===== config.mk =====
export PLATFORM = sky130hd
export DESIGN_NAME = stt_cell
export DESIGN_NICKNAME = d
export VERILOG_FILES = /design/src/rtl/stt_pkg.sv /design/src/rtl/stt_cell.sv
export SDC_FILE = /design/constraint.sdc
export NUM_CORES = 1
export LEC_CHECK = 0
export BUFFER_PORTS_ARGS = -buffer_cell sky130_fd_sc_hd__buf_2
export CORE_MARGIN = 2
export CORE_UTILIZATION = 48
export DETAILED_ROUTE_END_ITERATION = 16
export HOLD_SLACK_MARGIN = 0.03
export PLACE_DENSITY_LB_ADDON = 0.15
export SLEW_MARGIN = 5
export SYNTH_ARGS = -nofsm -noshare
export SYNTH_HDL_FRONTEND = slang
export SYNTH_SLANG_ARGS = --single-unit

===== constraint.sdc =====
create_clock -name clk -period 5 [get_ports clk]
set_input_delay 0.5 -clock clk [delete_from_list [all_inputs] [get_ports clk]]
set_output_delay 0.5 -clock clk [all_outputs]
set_load 0.02 [all_outputs]

===== src/rtl/stt_pkg.sv =====
// shared types and constants for the software timer table
// holds the item structs, the chain link struct, op and status codes and fsm states
// no dependencies
package stt_pkg;

	localparam int DEFAULT_SLOTS = 16;
	localparam logic [31:0] NO_DEADLINE = 32'hffff_ffff;

	typedef enum logic [1:0] {
		OP_ADD    = 2'd0,
		OP_REMOVE = 2'd1,
		OP_POLL   = 2'd2
	} op_t;

	typedef enum logic [1:0] {
		STATUS_OK        = 2'd0,
		STATUS_FULL      = 2'd1,
		STATUS_NOT_FOUND = 2'd2
	} status_t;

	typedef enum logic [1:0] {
		ST_IDLE,
		ST_SCAN,
		ST_FINISH
	} state_t;

	typedef struct packed {
		logic [1:0]  op;
		logic [7:0]  event_id;
		logic [31:0] delay_ms;
		logic        periodic;
		logic [31:0] now_ms;
	} req_item_t;

	typedef struct packed {
		logic [1:0] status;
		logic       fired;
		logic [7:0] fired_event;
		logic [3:0] fired_slot;
	} rsp_item_t;

	// command held steady for the whole pass along the chain
	typedef struct packed {
		logic [1:0]  op;
		logic [7:0]  event_id;
		logic [31:0] period;
		logic        repeat_en;
		logic [31:0] add_dl;
		logic        fire_en;
	} cmd_t;

	// bundle handed from one cell to the next
	typedef struct packed {
		logic        tok;
		logic        found;
		logic [31:0] hit_dl;
		logic [7:0]  hit_event;
		logic        min_valid;
		logic [31:0] min_dl;
	} link_t;

endpackage


===== src/rtl/stt_cell.sv =====
// one timer slot of the chain: holds its entry and updates the passing bundle
// depends on stt_pkg
module stt_cell #(
	parameter int SLOT_W = 4,
	parameter int INDEX  = 0
) (
	input  logic                clk,
	input  logic                arst_n,
	input  stt_pkg::cmd_t       cmd,
	input  logic [SLOT_W-1:0]   fire_slot,
	input  stt_pkg::link_t      up,
	input  logic [SLOT_W-1:0]   up_min_slot,
	input  logic [SLOT_W-1:0]   up_hit_slot,
	output stt_pkg::link_t      dn,
	output logic [SLOT_W-1:0]   dn_min_slot,
	output logic [SLOT_W-1:0]   dn_hit_slot
);

	localparam logic [SLOT_W-1:0] SELF = SLOT_W'(INDEX);

	logic        active_q;
	logic [7:0]  event_q;
	logic [31:0] period_q;
	logic        repeat_q;
	logic [31:0] deadline_q;

	stt_pkg::link_t    dn_q;
	logic [SLOT_W-1:0] min_slot_q;
	logic [SLOT_W-1:0] hit_slot_q;

	logic        do_add, do_rem, do_fire, hit, active_n, take_min;
	logic [31:0] dl_n;

	always_comb begin
		do_add  = up.tok && (cmd.op == stt_pkg::OP_ADD) && !up.found && !active_q;
		do_rem  = up.tok && (cmd.op == stt_pkg::OP_REMOVE) && !up.found && active_q &&
			(event_q == cmd.event_id);
		do_fire = up.tok && (cmd.op == stt_pkg::OP_POLL) && cmd.fire_en &&
			(fire_slot == SELF) && active_q;
		hit     = do_add || do_rem || do_fire;

		if (do_add) begin
			active_n = 1'b1;
		end else if (do_rem || (do_fire && !repeat_q)) begin
			active_n = 1'b0;
		end else begin
			active_n = active_q;
		end

		if (do_add) begin
			dl_n = cmd.add_dl;
		end else if (do_fire) begin
			dl_n = deadline_q + period_q;
		end else begin
			dl_n = deadline_q;
		end

		// strict compare keeps the lower index on ties
		take_min = active_n && (!up.min_valid || (dl_n < up.min_dl));
	end

	always_ff @(posedge clk or negedge arst_n) begin
		if (!arst_n) begin
			active_q <= 1'b0;
		end else if (up.tok) begin
			active_q <= active_n;
		end
	end

	always_ff @(posedge clk) begin
		if (do_add) begin
			event_q  <= cmd.event_id;
			period_q <= cmd.period;
			repeat_q <= cmd.repeat_en;
		end
		if (do_add || do_fire) begin
			deadline_q <= dl_n;
		end
	end

	always_ff @(posedge clk or negedge arst_n) begin
		if (!arst_n) begin
			dn_q       <= '0;
			min_slot_q <= '0;
			hit_slot_q <= '0;
		end else begin
			dn_q.tok       <= up.tok;
			dn_q.found     <= up.found || hit;
			dn_q.hit_dl    <= hit ? dl_n : up.hit_dl;
			dn_q.hit_event <= hit ? event_q : up.hit_event;
			hit_slot_q     <= hit ? SELF : up_hit_slot;
			dn_q.min_valid <= up.min_valid || take_min;
			dn_q.min_dl    <= take_min ? dl_n : up.min_dl;
			min_slot_q     <= take_min ? SELF : up_min_slot;
		end
	end

	assign dn          = dn_q;
	assign dn_min_slot = min_slot_q;
	assign dn_hit_slot = hit_slot_q;

endmodule

==> out/metrics.yaml <==
job:
  cap_violations: 0
route:
  post-route-drc-count: 0
  first_iter_violations: 570
  viasPerCell: 5.53
  wire_per_inst_um: 18.3
  dr.pass1.iters: 5
  vias: 7051
  postRouteWirelength_um: 23300
  ant_nets: 0
synthesis:
  synth_xor_area_share_pct: 2.94
  avgSynthCellArea_um2: 11.1
  syn_nets: 1009
  ys_async_sr_fraction_pct: 53.5
  ys_types: 70
  synth_seq_area_share_pct: 49.6
  synth_edf_count: 73
  syn-instance-count: 781
  yosys.area_share.simple_pct: 9.96
  synthAdderAreaFrac_pct: 9.20
  synth_top_family_by_area: "compound AO/OA/AOI/OAI gates"
  synth_top_flop_cell: "dfrtp_1"
  syn_area_um2: 8650
  muxShareOfSynthArea_pct: 8.81
  yosys_warnings: 0
  yosys_register_bits: 157
  synth_compound_area_share_pct: 15.3
grt:
  antenna_found_initial: 1
  grt_max_degree: 54
  grt_usage_pct: 24.4
  grt_pass1_wl_um: 36900
  grt_pass1_vias: 7137
  grt_overflow: 0
placement:
  post-place-ws_ns: -0.0158
  io_buffers: 247
  dp_cells: 1242
  place_congestion: 0.880
  dpl.hpwl_um: 17600
cells_and_area:
  layout_common_cells: "buf_2 (246), dfrtp_1 (84), edfxtp_1 (73), a21oi_1 (71), ha_1 (60)"
  diodes: 0
  area_growth_pct: 25.4
  final_common_cell: "buf_2"
  fin_cells: 1275
  final_nets: 1261
  fillers: 1502
  final_layout_size_suffix_gt1_share_pct: 33.5
worst_setup_path:
  endpoint_kind: "register"
  cp-start-kind: "register"
  reg2reg_from: "period_q[9]$_DFFE_PP_"
  crit_start: "period_q[9]$_DFFE_PP_"
  crit_type: "register to register"
  cp-endpoint: "dn[21]$_DFF_PN0_"
  r2r_setup_slack_ns: 0.25
  r2r_end: "dn[21]$_DFF_PN0_"
  cp_data_required_time_ns: 5.32
  critical_path.max_fanout: 23
  arrival_ns: 5.07
  r2r.worst_path.cells: 17
clock_tree:
  htree_levels: 4
  cts_setup_buffers: 0
  tritoncts: "built"
  clk-insertion-delay-late_ns: 0.44
  root_buffer: "clkbuf_16"
  clockBufferDepth: 2
  cts_made_buffers: 17
  clk_pin_slew_worst_paths_ns: 0.07
  cts.sinks: 157
timing:
  slew_violations: 0
  setup_slack_ns: 0.248
  hold_ws_ns: 0.217
  finalSetupViolCount: 0
  fin_skew_ns: 0.0104
  max-slew-margin-rel_pct: 32.4
  tightest_slew_ns: 1.01
  max_clock_freq_mhz: 210
  hold_viol: 0
  finalCritPeriodShare_pct: 95.0
  fin_crit_ns: 4.75
  rsz0062_at_grt: "false"
die:
  num_rows: 49
  dieArea_um2: 19100
  dieWidth_um: 138
  pin_count: 248
  initial_core_util_pct: 48.5
  core_area_um2: 17800
  die_h_um: 138
run_status:
  run_status: "finished, final reports clean"
power:
  finalPower_uw: 3310
  power.leakage_uw: 0.00492
  p_per_area_nw_per_um2: 305
  vdd_ir_drop_max_v: 0.000287
min_path:
  min_path_type: "input port to register"
==> final cells by class <==
type / instances / area, um^2 / share of cell area [%]
clock buffers: 17 / 425 / 3.92
clock inverters: 15 / 174 / 1.60
inverters: 49 / 184 / 1.70
multi-input cells: 540 / 4050 / 37.3
flip-flops and latches: 157 / 4290 / 39.6
well taps: 229 / 287 / 2.64
repair buffers: 268 / 1440 / 13.2
==> worst max-delay path, stage by stage (launching register included) <==
cell,delay [ns]
edfxtp_1,0.42
ha_1,0.48
and3_1,0.24
o21ai_1,0.11
o21ai_2,0.25
o2bb2ai_2,0.26
a21oi_2,0.15
and4_1,0.24
o32a_1,0.41
ha_1,0.30
nand4_1,0.12
nor2_1,0.13
nand2_1,0.13
nor4_4,0.38
nand3_1,0.18
o211ai_4,0.27
buf_12,0.22
mux2_1,0.34
==> cells in the mapped netlist (all sizes together), types with 5 or more instances <==
cell / number / area, um^2
dfrtp: 84 / 2100
a21oi: 74 / 370
edfxtp: 73 / 2190
mux2: 65 / 732
ha: 62 / 776
inv: 49 / 184
nor2: 48 / 180
nand2: 44 / 165
o21ai: 41 / 209
buf: 18 / 115
clkbuf: 17 / 63.8
xnor2: 17 / 149
a21o: 15 / 113
nand4: 13 / 81.3
nand3: 12 / 60.1
nor3: 12 / 65.1
xor2: 12 / 105
a31oi: 10 / 68.8
a22oi: 9 / 67.6
and3: 9 / 56.3
a211oi: 8 / 65.1
and2: 8 / 50.1
o21a: 6 / 46.3
o2111ai: 5 / 43.8
o22ai: 5 / 31.3
or3: 5 / 31.3
==> flip-flops by register name (all words and copies together) (netlist names) <==
| signal | flops |
|---|---|
| deadline_q | 32 |
| active_q | 1 |
| event_q | 8 |
| dn_min_slot | 4 |
| dn_hit_slot | 4 |
| dn | 75 |
| period_q | 32 |
| repeat_q | 1 |
==> metal layers <==
layer,GRT usage [%],vias to the layer above,routed length [um]
met5,0,-,10
met4,6.18,2,384
met3,7.52,34,1560
met2,39.6,256,11000
met1,32.2,3355,10300
li1,-,3404,-
==> power breakdown <==
group          switching [uW]  total (uW)  internal (uW)
clock network             604        1320            713
logic                     315         540            225
registers                23.6        1460           1430
==> how the worst min path moves through the flow <==
stage / startpoint / slack [ns] / endpoint / cells past startpoint
finish: up[74] / 0.22 / dn[74]$_DFF_PN0_ / 1
global route: up[74] / 0.19 / dn[74]$_DFF_PN0_ / 1
CTS: up[74] / 0.20 / dn[74]$_DFF_PN0_ / 1
detailed placement: arst_n / 0.48 / dn[25]$_DFF_PN0_ / 1
floorplan: arst_n / 0.20 / active_q$_DFFE_PN0P_ / 0
global placement: arst_n / 0.47 / dn_min_slot[2]$_DFF_PN0_ / 1
==> kinds of logic (layout without fill, tap and decap cells) <==
kind of cell	Yosys count	in the layout
mux	68	68
fa+ha+maj	63	63
compound gates	206	206
xor+xnor	29	29
flops	157	157
simple gates	174	174
buf+inv	84	349
==> what timing repair did <==
action	CTS	global route
gates resized for setup	1	9
hold buffers	1	0
hold endpoints to repair	31	0
endpoints found under the setup margin	27	32
pin swaps	0	0
==> through the flow <==
stage	instance area, um^2	TNS [ns]	util, %
3_5_place_dp	10200	-0.0332	57.2
5_1_grt	10900	0	60.8
4_1_cts	10800	0	60.6
2_1_floorplan	8660	0	-
3_3_place_gp	10200	0	57.2
6_report	10900	0	60.8
Power figures use the tool's default switching activity.
